**src/rtl/core/mpfde_pkg.sv**
```systemverilog
// ---------------------------------------------------------------------------
// mpfde_pkg - shared types and constants of the page framebuffer draw engine
// Display geometry, command codes, controller states and the command and
// status words that join the controller to the datapath.
// ---------------------------------------------------------------------------
package mpfde_pkg;

   // display geometry
   localparam int DISPLAY_WIDTH  = 128;
   localparam int DISPLAY_HEIGHT = 64;
   localparam int STORE_BYTES    = DISPLAY_WIDTH * ((DISPLAY_HEIGHT + 7) / 8);
   localparam int ADDR_W         = $clog2(STORE_BYTES);
   localparam int COL_W          = $clog2(DISPLAY_WIDTH);

   // coordinates after adding two 9-bit values, and Bresenham error terms
   typedef logic signed [10:0] coord_type;
   typedef logic signed [13:0] err_type;

   typedef enum logic [2:0] {
      MODE_CLEAR = 3'd0,
      MODE_PIXEL = 3'd1,
      MODE_LINE  = 3'd2,
      MODE_RECT  = 3'd3,
      MODE_FILL  = 3'd4,
      MODE_ROUND = 3'd5,
      MODE_READ  = 3'd6,
      MODE_NONE  = 3'd7
   } mode_type;

   typedef enum logic [3:0] {
      ST_INIT_CLR,
      ST_IDLE,
      ST_CLR,
      ST_LN_LOAD,
      ST_LN_PIX,
      ST_LN_WR,
      ST_FL_SETUP,
      ST_FL_CHK,
      ST_FL_PIX,
      ST_FL_WR,
      ST_RD_ISSUE,
      ST_RD_WAIT,
      ST_DONE
   } state_type;

   // controller to datapath
   typedef struct packed {
      logic load;       // capture the request word
      logic clr_step;   // zero one byte, advance sweep counter
      logic seg_load;   // set up the current line segment
      logic seg_next;   // advance to the next segment
      logic line_step;  // one Bresenham step
      logic fill_init;  // compute clipped fill bounds
      logic fill_step;  // advance the fill scan
      logic pix_wr;     // write back the modified byte
      logic rd_issue;   // read the requested byte
      logic rsp_zero;   // respond with zero
      logic rsp_read;   // respond with the read byte
   } cmd_type;

   // datapath to controller
   typedef struct packed {
      logic clr_last;
      logic seg_last;
      logic line_end;
      logic pix_vis;
      logic member;
      logic fill_empty;
      logic fill_last;
   } status_type;

endpackage

```
**src/rtl/core/mpfde_ctrl.sv**
```systemverilog
// ---------------------------------------------------------------------------
// mpfde_ctrl - command sequencer of the draw engine
// Walks each command through its line segments, fill scan, clear sweep
// or read, with a pixel state and a write state for each drawn pixel.
// ---------------------------------------------------------------------------
module mpfde_ctrl (
   input  logic                  clock,
   input  logic                  reset,
   input  logic                  start,
   input  logic [2:0]            req_mode,
   input  mpfde_pkg::status_type status,
   output mpfde_pkg::cmd_type    cmd,
   output logic                  busy
);

   mpfde_pkg::state_type state_ff, state_in;

   always_ff @(posedge clock) begin
      if (reset) begin
         state_ff <= mpfde_pkg::ST_INIT_CLR;
      end else begin
         state_ff <= state_in;
      end
   end

   // next state
   always_comb begin
      state_in = state_ff;
      case (state_ff)
         mpfde_pkg::ST_INIT_CLR: begin
            if (status.clr_last) state_in = mpfde_pkg::ST_IDLE;
         end
         mpfde_pkg::ST_IDLE: begin
            if (start) begin
               case (mpfde_pkg::mode_type'(req_mode))
                  mpfde_pkg::MODE_CLEAR: state_in = mpfde_pkg::ST_CLR;
                  mpfde_pkg::MODE_PIXEL,
                  mpfde_pkg::MODE_LINE,
                  mpfde_pkg::MODE_RECT:  state_in = mpfde_pkg::ST_LN_LOAD;
                  mpfde_pkg::MODE_FILL,
                  mpfde_pkg::MODE_ROUND: state_in = mpfde_pkg::ST_FL_SETUP;
                  mpfde_pkg::MODE_READ:  state_in = mpfde_pkg::ST_RD_ISSUE;
                  default:               state_in = mpfde_pkg::ST_DONE;
               endcase
            end
         end
         mpfde_pkg::ST_CLR: begin
            if (status.clr_last) state_in = mpfde_pkg::ST_DONE;
         end
         mpfde_pkg::ST_LN_LOAD: state_in = mpfde_pkg::ST_LN_PIX;
         mpfde_pkg::ST_LN_PIX, mpfde_pkg::ST_LN_WR: begin
            if (state_ff == mpfde_pkg::ST_LN_PIX && status.pix_vis) begin
               state_in = mpfde_pkg::ST_LN_WR;
            end else if (status.line_end) begin
               state_in = status.seg_last ? mpfde_pkg::ST_DONE : mpfde_pkg::ST_LN_LOAD;
            end else begin
               state_in = mpfde_pkg::ST_LN_PIX;
            end
         end
         mpfde_pkg::ST_FL_SETUP: state_in = mpfde_pkg::ST_FL_CHK;
         mpfde_pkg::ST_FL_CHK: begin
            state_in = status.fill_empty ? mpfde_pkg::ST_DONE : mpfde_pkg::ST_FL_PIX;
         end
         mpfde_pkg::ST_FL_PIX, mpfde_pkg::ST_FL_WR: begin
            if (state_ff == mpfde_pkg::ST_FL_PIX && status.member) begin
               state_in = mpfde_pkg::ST_FL_WR;
            end else if (status.fill_last) begin
               state_in = mpfde_pkg::ST_DONE;
            end else begin
               state_in = mpfde_pkg::ST_FL_PIX;
            end
         end
         mpfde_pkg::ST_RD_ISSUE: state_in = mpfde_pkg::ST_RD_WAIT;
         mpfde_pkg::ST_RD_WAIT:  state_in = mpfde_pkg::ST_IDLE;
         mpfde_pkg::ST_DONE:     state_in = mpfde_pkg::ST_IDLE;
         default:                state_in = mpfde_pkg::ST_IDLE;
      endcase
   end

   // command outputs
   always_comb begin
      cmd  = '0;
      busy = (state_ff != mpfde_pkg::ST_IDLE);
      case (state_ff)
         mpfde_pkg::ST_INIT_CLR, mpfde_pkg::ST_CLR: cmd.clr_step = 1'b1;
         mpfde_pkg::ST_IDLE:    cmd.load     = start;
         mpfde_pkg::ST_LN_LOAD: cmd.seg_load = 1'b1;
         mpfde_pkg::ST_LN_PIX, mpfde_pkg::ST_LN_WR: begin
            cmd.pix_wr = (state_ff == mpfde_pkg::ST_LN_WR);
            if (state_ff == mpfde_pkg::ST_LN_WR || !status.pix_vis) begin
               cmd.line_step = !status.line_end;
               cmd.seg_next  = status.line_end && !status.seg_last;
            end
         end
         mpfde_pkg::ST_FL_SETUP: cmd.fill_init = 1'b1;
         mpfde_pkg::ST_FL_PIX, mpfde_pkg::ST_FL_WR: begin
            cmd.pix_wr = (state_ff == mpfde_pkg::ST_FL_WR);
            if (state_ff == mpfde_pkg::ST_FL_WR || !status.member) begin
               cmd.fill_step = !status.fill_last;
            end
         end
         mpfde_pkg::ST_RD_ISSUE: cmd.rd_issue = 1'b1;
         mpfde_pkg::ST_RD_WAIT:  cmd.rsp_read = 1'b1;
         mpfde_pkg::ST_DONE:     cmd.rsp_zero = 1'b1;
         default: begin end
      endcase
   end

endmodule

```
**config.mk**
```make
export PLATFORM = sky130hd
export DESIGN_NAME = mpfde_ctrl
export DESIGN_NICKNAME = d
export VERILOG_FILES = /design/src/rtl/core/mpfde_pkg.sv /design/src/rtl/core/mpfde_ctrl.sv
export SDC_FILE = /design/constraint.sdc
export NUM_CORES = 1
export LEC_CHECK = 0
export ABC_AREA = 1
export BUFFER_PORTS_ARGS = -buffer_cell sky130_fd_sc_hd__buf_2
export CAP_MARGIN = 30
export CORE_AREA = 2 2 39 41
export DETAILED_ROUTE_END_ITERATION = 6
export DIE_AREA = 0 0 41 43
export GPL_ROUTABILITY_DRIVEN = 0
export GPL_TIMING_DRIVEN = 0
export PLACE_DENSITY = 0.75
export SLEW_MARGIN = 0
export SYNTH_ARGS = -nofsm -noshare
export SYNTH_HDL_FRONTEND = slang
export SYNTH_SLANG_ARGS = --single-unit
```
**constraint.sdc**
```tcl
create_clock -name clock -period 1.9 [get_ports clock]
set_clock_uncertainty 0.05 [all_clocks]
set_input_delay 0.095 -clock clock [delete_from_list [all_inputs] [get_ports clock]]
set_output_delay 0.095 -clock clock [all_outputs]
set_load 0.02 [all_outputs]
```
==> flow_summary.yaml, run 1 <==
cts:
  insertion_delay_ps: 240
  clock_tree.root_cell: "sky130_fd_sc_hd__clkbuf_4"
  tritoncts_clock_tree: "yes"
  cts.clk_slew.worst_paths_ps: 40
  ctsHtreeMaxLevel: 1
  clkSinkCount: 4
  cts.repair.resized: 0
  tritoncts.num_buffers: 3
  clock_path_buffers: 2
floorplanning:
  io_pins: 25
  fp.dieH_um: 43
  dieArea_mm2: 0.00176
  core_area_mm2: 0.00138
  chipWidth_um: 41
  placement_rows: 14
  starting_density_pct: 36.0
routing:
  route.layer.met1.wl_um: 612
  wl_met2_um: 607
  detail-route-antenna-nets: 0
  vias_per_cell: 4.62
  detail_route.drc_violations: 0
  drt_iter0_drc: 10
  detailedRoute.firstPassIterationCount: 4
  vias: 670
  routed.top_layer: "met3"
  dr_wl_met3_um: 104
  average_wire_per_standard_cell_um: 9.13
  drt_wl_total_um: 1320
status:
  run_status: "complete, no violations"
sta:
  holdWs_ps: 104
  finalHoldViolations: 0
  worst-slew-pin-transition_ps: 306
  final_period_minus_worst_setup_slack_ps: 1490
  setup_repair_after_global_routing_missed_its_margin: "false"
  setup_violations: 0
  max_freq_mhz: 670
  maxSlewHeadroom_pct: 79.6
  timing_max_transition_violations_final: 0
  setup-tns-final_ps: 0
  final.period_utilization_pct: 78.6
finish:
  post_layout_net_count: 144
  reg_top3: "state_ff: 4 flops"
  layout-drive-gt1-share_pct: 29.5
  antenna_cells_inserted: 0
  n_fill_cell: 166
  registers.top_by_ff_count: "state_ff"
  area.growth.synth_to_final_pct: 34.7
  layoutNonFillerInstCount: 145
  largest_register_ffs: 4
setup_path:
  cp-end-kind: "output port"
  startpoint_type: "flop"
  required_ps: 1750
  criticalPathCategory: "flop to output port"
  worst-path-max-fanout: 4
  critical_path_arrival_ps: 1350
global_route:
  gr-total-overflow: 0
  grt.total_usage_pct: 17.3
  via_count_of_the_first_global_routing_pass: 573
  grt_first_pass_wirelength_um: 2090
  initial_antenna_violation_count: 0
  largest_net_degree_at_the_start_of_global_routing: 9
yosys:
  post_synth.cell_area_avg_um2: 4.93
  yosys_cell_types: 18
  synth.yosys.seq_area_share_pct: 16.1
  mapped_cells: 101
  synth_area_um2: 498
  warnings_from_yosys: 0
  postSynthRegisterBits: 4
  synth_nets: 114
power:
  p_leak_nw: 0.415
  power_density_mw_per_mm2: 1290
  ir_worst_vdd_v: 0.000535
  power.total_mw: 0.866
placement:
  final_hpwl_from_detailed_placement_um: 1090
  numPlacedInstances: 141
  port_buffers: 24
flow_run:
  cap_viol_max_count: 0
worst_hold_path:
  hold_class: "input port to flop"
==> synth_stat cells, drive strengths merged <==
| cell type | n | area [um^2] |
|---|---|---|
| nand2 | 31 | 121 |
| nor2 | 27 | 114 |
| inv | 18 | 67.6 |
| nand3 | 9 | 50.1 |
| dfxtp | 4 | 80.1 |
| o21ai | 4 | 20.0 |
| a21oi | 3 | 15.0 |
| buf | 1 | 5.00 |
| nand4 | 1 | 6.26 |
| nor3 | 1 | 5.00 |
| nor4 | 1 | 6.26 |
| o211ai | 1 | 7.51 |
==> routing by layer <==
metal | vias up | global-route usage (%)
met3 | 0 | 8.90
met5 | - | 0
met1 | 275 | 21.2
met4 | 0 | 5.33
met2 | 22 | 25.3
li1 | 373 | -
==> cells in the final DEF, fill, tap and decap left out, drive strengths merged <==
master	netlist	routed
a21oi	3	3
buf	1	25
clkbuf	0	3
dfxtp	4	4
dlygate4sd3	0	1
inv	18	18
nand2	31	31
nand3	9	9
nand4	1	1
nor2	27	27
nor3	1	1
nor4	1	1
o211ai	1	1
o21ai	4	4
==> where the power goes <==
group	switching, mW	internal (mW)	leakage [nW]	total [mW]
registers	0.0461	0.116	0.0327	0.162
clock network	0.0374	0.0708	0.0138	0.108
logic	0.395	0.200	0.368	0.596
total	0.479	0.387	0.415	0.866
==> path summary, 6_finish.rpt <==
path / from / endpoint / slack, ps / cells past startpoint
max: state_ff[3] / cmd[4] / 410 / 5
min reg2reg: state_ff[3] / state_ff[1] / 650 / 3
max reg2reg: state_ff[0] / state_ff[0] / 550 / 8
min: status[6] / state_ff[1] / 100 / 4
==> through the flow <==
| step | instance area (um^2) | util, % | worst slack, ps |
|---|---|---|---|
| 2_1_floorplan | 498 | - | 513 |
| 3_3_place_gp | 638 | 46.1 | 556 |
| 3_5_place_dp | 638 | 46.1 | 564 |
| 4_1_cts | 671 | 48.5 | 412 |
| 5_1_grt | 671 | 48.5 | 314 |
| 6_report | 671 | 48.5 | 407 |
==> cell type report <==
| class | count | area, um^2 | share of cell area, % |
|---|---|---|---|
| tap | 16 | 20.0 | 2.99 |
| buffer | 1 | 5.00 | 0.746 |
| timing repair buffer | 25 | 130 | 19.4 |
| clock buffer | 3 | 22.5 | 3.36 |
| sequential | 4 | 80.1 | 11.9 |
| multi-input combinational | 78 | 345 | 51.5 |
| inverter | 18 | 67.6 | 10.1 |
==> what timing repair did <==
| action | in CTS | in global routing |
|---|---|---|
| hold buffers | 1 | 0 |
| buffers inserted | 0 | 0 |
| hold endpoints to repair | 1 | 0 |
==> critical path: stages (launching register included) <==
cell and delay, ps:
sky130_fd_sc_hd__dfxtp_1 420, sky130_fd_sc_hd__inv_2 80, sky130_fd_sc_hd__nor2_1 160, sky130_fd_sc_hd__nand2_1 90, sky130_fd_sc_hd__nor3_1 160, sky130_fd_sc_hd__buf_2 190
==> logic make-up after synthesis <==
logic type / after synthesis / share of synthesized area (%)
DFF: 4 / 16.1
AOI/OAI and AO/OA: 8 / 8.54
and+or+nand+nor: 70 / 60.8
buffers and inverters: 19 / 14.6
(Power assumes the default switching activity.)
==> inputs of run 2 (changes only) <==
==> constraint.sdc (replaced) <==
create_clock -name clock -period 1.55 [get_ports clock]
set_clock_uncertainty 0.05 [all_clocks]
set_input_delay 0.0775 -clock clock [delete_from_list [all_inputs] [get_ports clock]]
set_output_delay 0.0775 -clock clock [all_outputs]
set_load 0.02 [all_outputs]
==> flow_summary.yaml, run 2 (synthesis results as in run 1) <==
status:
  run_status: "complete, no violations"
setup_path:
  crit_path_max_incr_delay_ps: 480
  crit-reg2reg-capture: "state_ff[0]"
  cp-end-kind: "output port"
  required_ps: 1420
  criticalPathCategory: "flop to output port"
  path_buf_inv: 2
  critical_path.slowest_cell: "sky130_fd_sc_hd__dfxtp_1"
  worst-path-max-fanout: 6
  reg2reg_depth: 8
  critical_path_arrival_ps: 1310
  crit-reg2reg-launch: "state_ff[0]"
  timing.critical_path.max_delay_family: "flip-flops"
  startpoint_type: "flop"
  worst-r2r-setup-slack_ps: 200
  cp_cell_sequence: "nand2_2 -> nor2_2 -> nand2_1 -> inv_1 -> buf_2"
placement:
  port_buffers: 24
  numPlacedInstances: 141
  dp_slack_ps: 214
  final_hpwl_from_detailed_placement_um: 1090
cts:
  ctsHtreeMaxLevel: 1
  tritoncts_clock_tree: "yes"
  post-cts-setup-buffer-count: 0
  insertion_delay_ps: 240
  clkSinkCount: 4
  tritoncts.num_buffers: 3
  cts.clk_slew.worst_paths_ps: 40
  clock_path_buffers: 2
  clock_tree.root_cell: "sky130_fd_sc_hd__clkbuf_4"
power:
  p_leak_nw: 0.415
  power_report.internal_total_mw: 0.477
  ir_worst_vdd_v: 0.000656
  comb_power_share_pct: 68.7
  total_switching_power_mw: 0.587
  seq_power_share_pct: 18.8
  power.share.switching_pct: 55.2
  power_density_mw_per_mm2: 1580
  p_clk_share_pct: 12.5
sta:
  timing.final.ws_setup_ps: 109
  final_period_minus_worst_setup_slack_ps: 1440
  worst-slew-pin-transition_ps: 306
  timing_max_transition_violations_final: 0
  setup_violations: 0
  finalHoldViolations: 0
  holdWs_ps: 86.6
  setup_repair_after_global_routing_missed_its_margin: "false"
  setup-tns-final_ps: 0
  maxSlewHeadroom_pct: 79.6
  final.period_utilization_pct: 93.0
  max_freq_mhz: 694
floorplanning:
  dieArea_mm2: 0.00176
  starting_density_pct: 36.0
  core_area_mm2: 0.00138
  fp.dieH_um: 43
  chipWidth_um: 41
  io_pins: 25
  placement_rows: 14
flow_run:
  cap_viol_max_count: 0
global_route:
  via_count_of_the_first_global_routing_pass: 573
  grt_first_pass_wirelength_um: 2090
  met2_grt_util_pct: 25.3
  globalRouteMet3Util_pct: 8.90
  gr-total-overflow: 0
  globalRouteMet1Util_pct: 21.2
  globalRoute.busiestLayer: "met2"
  grt.total_usage_pct: 17.3
  initial_antenna_violation_count: 0
  largest_net_degree_at_the_start_of_global_routing: 9
routing:
  detailedRoute.firstPassIterationCount: 4
  average_wire_per_standard_cell_um: 9.13
  drt_iter0_drc: 10
  vias: 670
  detail-route-antenna-nets: 0
  drt_wl_total_um: 1320
  detail_route.drc_violations: 0
  vias_per_cell: 4.62
finish:
  largest_register_ffs: 4
  layout-drive-gt1-share_pct: 30.2
  reg_top3: "state_ff: 4 flops"
  registers.top_by_ff_count: "state_ff"
  leading_cell_type_in_the_layout_fill_and_taps_excluded: "sky130_fd_sc_hd__nand2_1"
  post_layout_net_count: 144
  antenna_cells_inserted: 0
  finish.utilization_pct: 48.6
  mostFrequentLayoutCells: "29 x sky130_fd_sc_hd__nand2_1, 25 x sky130_fd_sc_hd__buf_2, 24 x sky130_fd_sc_hd__nor2_1, 14 x sky130_fd_sc_hd__inv_1, 8 x sky130_fd_sc_hd__nand3_1"
  layoutNonFillerInstCount: 145
  area.growth.synth_to_final_pct: 34.9
worst_hold_path:
  min_delay_worst_endpoint: "state_ff[1]"
  hold_depth: 4
  min-delay-start: "status[6]"
  hold_class: "input port to flop"
run 2: cell counts in the layout (fill, tap and decap cells not counted):
No cell type changed its count.
run 2: worst reg2reg max path, stage by stage, from the launching register on:
cell,delay [ps]
sky130_fd_sc_hd__dfxtp_1,300
sky130_fd_sc_hd__buf_2,180
sky130_fd_sc_hd__inv_1,100
sky130_fd_sc_hd__nand2_2,110
sky130_fd_sc_hd__nor2_1,70
sky130_fd_sc_hd__nor2_1,170
sky130_fd_sc_hd__nand2_1,70
sky130_fd_sc_hd__nor2_1,120
sky130_fd_sc_hd__a21oi_1,70
run 2: how the worst max path moves through the flow:
stage	from	to	slack, ps	depth (start not counted)
2_1_floorplan	state_ff[0]	state_ff[1]	180	8
3_3_place_gp	state_ff[0]	state_ff[0]	210	8
3_5_place_dp	state_ff[0]	state_ff[0]	210	8
4_1_cts	state_ff[3]	cmd[4]	80	5
5_1_grt	state_ff[2]	cmd[7]	0.9	5
6_report	state_ff[2]	cmd[7]	110	5
run 2: stage by stage:
step / cell area [um^2] / power [mW]
CTS: 671 / 1.07
detailed placement: 638 / 0.927
floorplan: 498 / 0.745
global placement: 638 / 0.918
global route: 672 / 1.19
finish: 672 / 1.06
run 2: routing by layer:
metal,vias to the layer above,share of wire [%]
li1,373,-
met1,275,46
met2,22,46
met3,0,7.9
met4,0,0
met5,-,0
run 2: final cells by class:
| cell class | instances | area [um^2] |
|---|---|---|
| fillers | 165 | 712 |
| multi-input cells | 78 | 345 |
| repair buffers | 25 | 130 |
| flip-flops and latches | 4 | 81.3 |
| inverters | 18 | 67.6 |
| clock buffers | 3 | 22.5 |
| well taps | 16 | 20.0 |
| plain buffers | 1 | 5.00 |
run 2: power groups by stage:
| stage | logic (mW) | registers [mW] | clock network (mW) |
|---|---|---|---|
| after CTS | 0.731 | 0.199 | 0.140 |
| after floorplan | 0.559 | 0.187 | 0 |
| after detailed placement | 0.727 | 0.199 | 0 |
| after global routing | 0.826 | 0.208 | 0.152 |
| final | 0.731 | 0.200 | 0.133 |
| after global placement | 0.721 | 0.197 | 0 |
run 2: repair_timing:
action / 4_1_cts / 5_1_grt
hold endpoints to repair: 3 / 0
hold buffers: 1 / 0
gates resized for setup: 0 / 1
setup endpoints to repair: 0 / 1
==> inputs of run 3 (changes only) <==
--- a/config.mk
+++ b/config.mk
@@ -14,6 +14,7 @@
 export GPL_ROUTABILITY_DRIVEN = 0
 export GPL_TIMING_DRIVEN = 0
 export PLACE_DENSITY = 0.75
+export RECOVER_POWER = 100
 export SLEW_MARGIN = 0
 export SYNTH_ARGS = -nofsm -noshare
 export SYNTH_HDL_FRONTEND = slang
==> flow_summary.yaml, run 3 (synthesis results as in run 1) <==
routing:
  vias: 672
  detail_route.drc_violations: 0
  detailedRoute.firstPassIterationCount: 4
  vias_per_cell: 4.63
  drt_wl_total_um: 1320
  drt_iter0_drc: 16
  detail-route-antenna-nets: 0
  average_wire_per_standard_cell_um: 9.10
finish:
  mostFrequentLayoutCells: "29 x sky130_fd_sc_hd__nand2_1, 24 x sky130_fd_sc_hd__nor2_1, 16 x sky130_fd_sc_hd__buf_2, 15 x sky130_fd_sc_hd__inv_1, 9 x sky130_fd_sc_hd__nand3_1"
  leading_cell_type_in_the_layout_fill_and_taps_excluded: "sky130_fd_sc_hd__nand2_1"
  n_fill_cell: 170
  finish.utilization_pct: 47.4
  area.growth.synth_to_final_pct: 31.7
  largest_register_ffs: 4
  post_layout_net_count: 144
  antenna_cells_inserted: 0
  summed_area_of_non_filler_cells_in_the_final_layout_um2: 656
  reg_top3: "state_ff: 4 flops"
  registers.top_by_ff_count: "state_ff"
  layoutNonFillerInstCount: 145
  layout-drive-gt1-share_pct: 24.8
global_route:
  initial_antenna_violation_count: 0
  gr-total-overflow: 0
  via_count_of_the_first_global_routing_pass: 573
  largest_net_degree_at_the_start_of_global_routing: 9
  grt_first_pass_wirelength_um: 2090
  grt.total_usage_pct: 17.3
cts:
  ctsHtreeMaxLevel: 1
  tritoncts_clock_tree: "yes"
  clkSinkCount: 4
  clock_path_buffers: 2
  clock_tree.root_cell: "sky130_fd_sc_hd__clkbuf_4"
  tritoncts.num_buffers: 3
  post-cts-setup-buffer-count: 0
  cts.clk_slew.worst_paths_ps: 40
  insertion_delay_ps: 240
placement:
  numPlacedInstances: 141
  final_hpwl_from_detailed_placement_um: 1090
  dp_slack_ps: 214
  cell_area_after_placement_um2: 638
  port_buffers: 24
sta:
  worst-slew-pin-transition_ps: 290
  setup-tns-final_ps: 0
  final_period_minus_worst_setup_slack_ps: 1410
  max_freq_mhz: 707
  timing.final.ws_setup_ps: 135
  setup_repair_after_global_routing_missed_its_margin: "false"
  finalHoldViolations: 0
  final.period_utilization_pct: 91.3
  maxSlewHeadroom_pct: 80.6
  timing_max_transition_violations_final: 0
  holdWs_ps: 85.2
  setup_violations: 0
floorplanning:
  chipWidth_um: 41
  dieArea_mm2: 0.00176
  placement_rows: 14
  io_pins: 25
  core_area_mm2: 0.00138
  fp.dieH_um: 43
  starting_density_pct: 36.0
setup_path:
  cp_cell_sequence: "nor2_2 -> nand3_1 -> nor2_1 -> buf_2"
  cp-end-kind: "output port"
  crit_path_max_incr_delay_ps: 370
  critical_path_arrival_ps: 1290
  criticalPathCategory: "flop to output port"
  reg2reg_depth: 8
  critical_path.slowest_cell: "sky130_fd_sc_hd__dfxtp_1"
  worst-path-max-fanout: 6
  required_ps: 1420
  startpoint_type: "flop"
power:
  ir_worst_vdd_v: 0.000634
  p_leak_nw: 0.391
  power.total_mw: 1.03
  power_density_mw_per_mm2: 1570
flow_run:
  cap_viol_max_count: 0
worst_hold_path:
  hold_depth: 4
  hold_class: "input port to flop"
status:
  run_status: "complete, no violations"
==> run 3: what timing repair did <==
action	in CTS	in global routing
resized for setup	0	1
endpoints found under the setup margin	0	1
hold endpoints to repair	3	0
hold buffers	1	0
==> run 3: final timing paths <==
path,startpoint,endpoint,slack (ps)
max,state_ff[2],cmd[10],140
min reg2reg,state_ff[3],state_ff[1],580
max reg2reg,state_ff[0],state_ff[0],180
min,status[6],state_ff[1],90
==> run 3: final cells by class <==
| class | instances | area [um^2] | share of cell area, % |
|---|---|---|---|
| buffer | 1 | 5.00 | 0.763 |
| clock buffer | 3 | 22.5 | 3.44 |
| inverter | 18 | 67.6 | 10.3 |
| multi-input combinational | 78 | 335 | 51.1 |
| sequential | 4 | 81.3 | 12.4 |
| tap | 16 | 20.0 | 3.05 |
| timing repair buffer | 25 | 124 | 18.9 |
==> run 3: metal layers <==
metal | GRT usage, % | wire length, um | vias to the layer above
li1 | - | - | 371
met1 | 21.2 | 608 | 275
met2 | 25.3 | 598 | 26
met3 | 8.90 | 113 | 0
met4 | 5.33 | 0 | 0
met5 | 0 | 0 | -
==> run 3: power by group <==
part	switching (mW)	internal, mW
combinational	0.481	0.222
clock	0.0454	0.0868
sequential	0.0505	0.144
total	0.577	0.453
==> run 3: critical path, delay by kind of cell, from the launching register on <==
family	cells	cell delay, ps
AND/OR/NAND/NOR	3	520
flip-flops	1	370
buffers and inverters	1	170
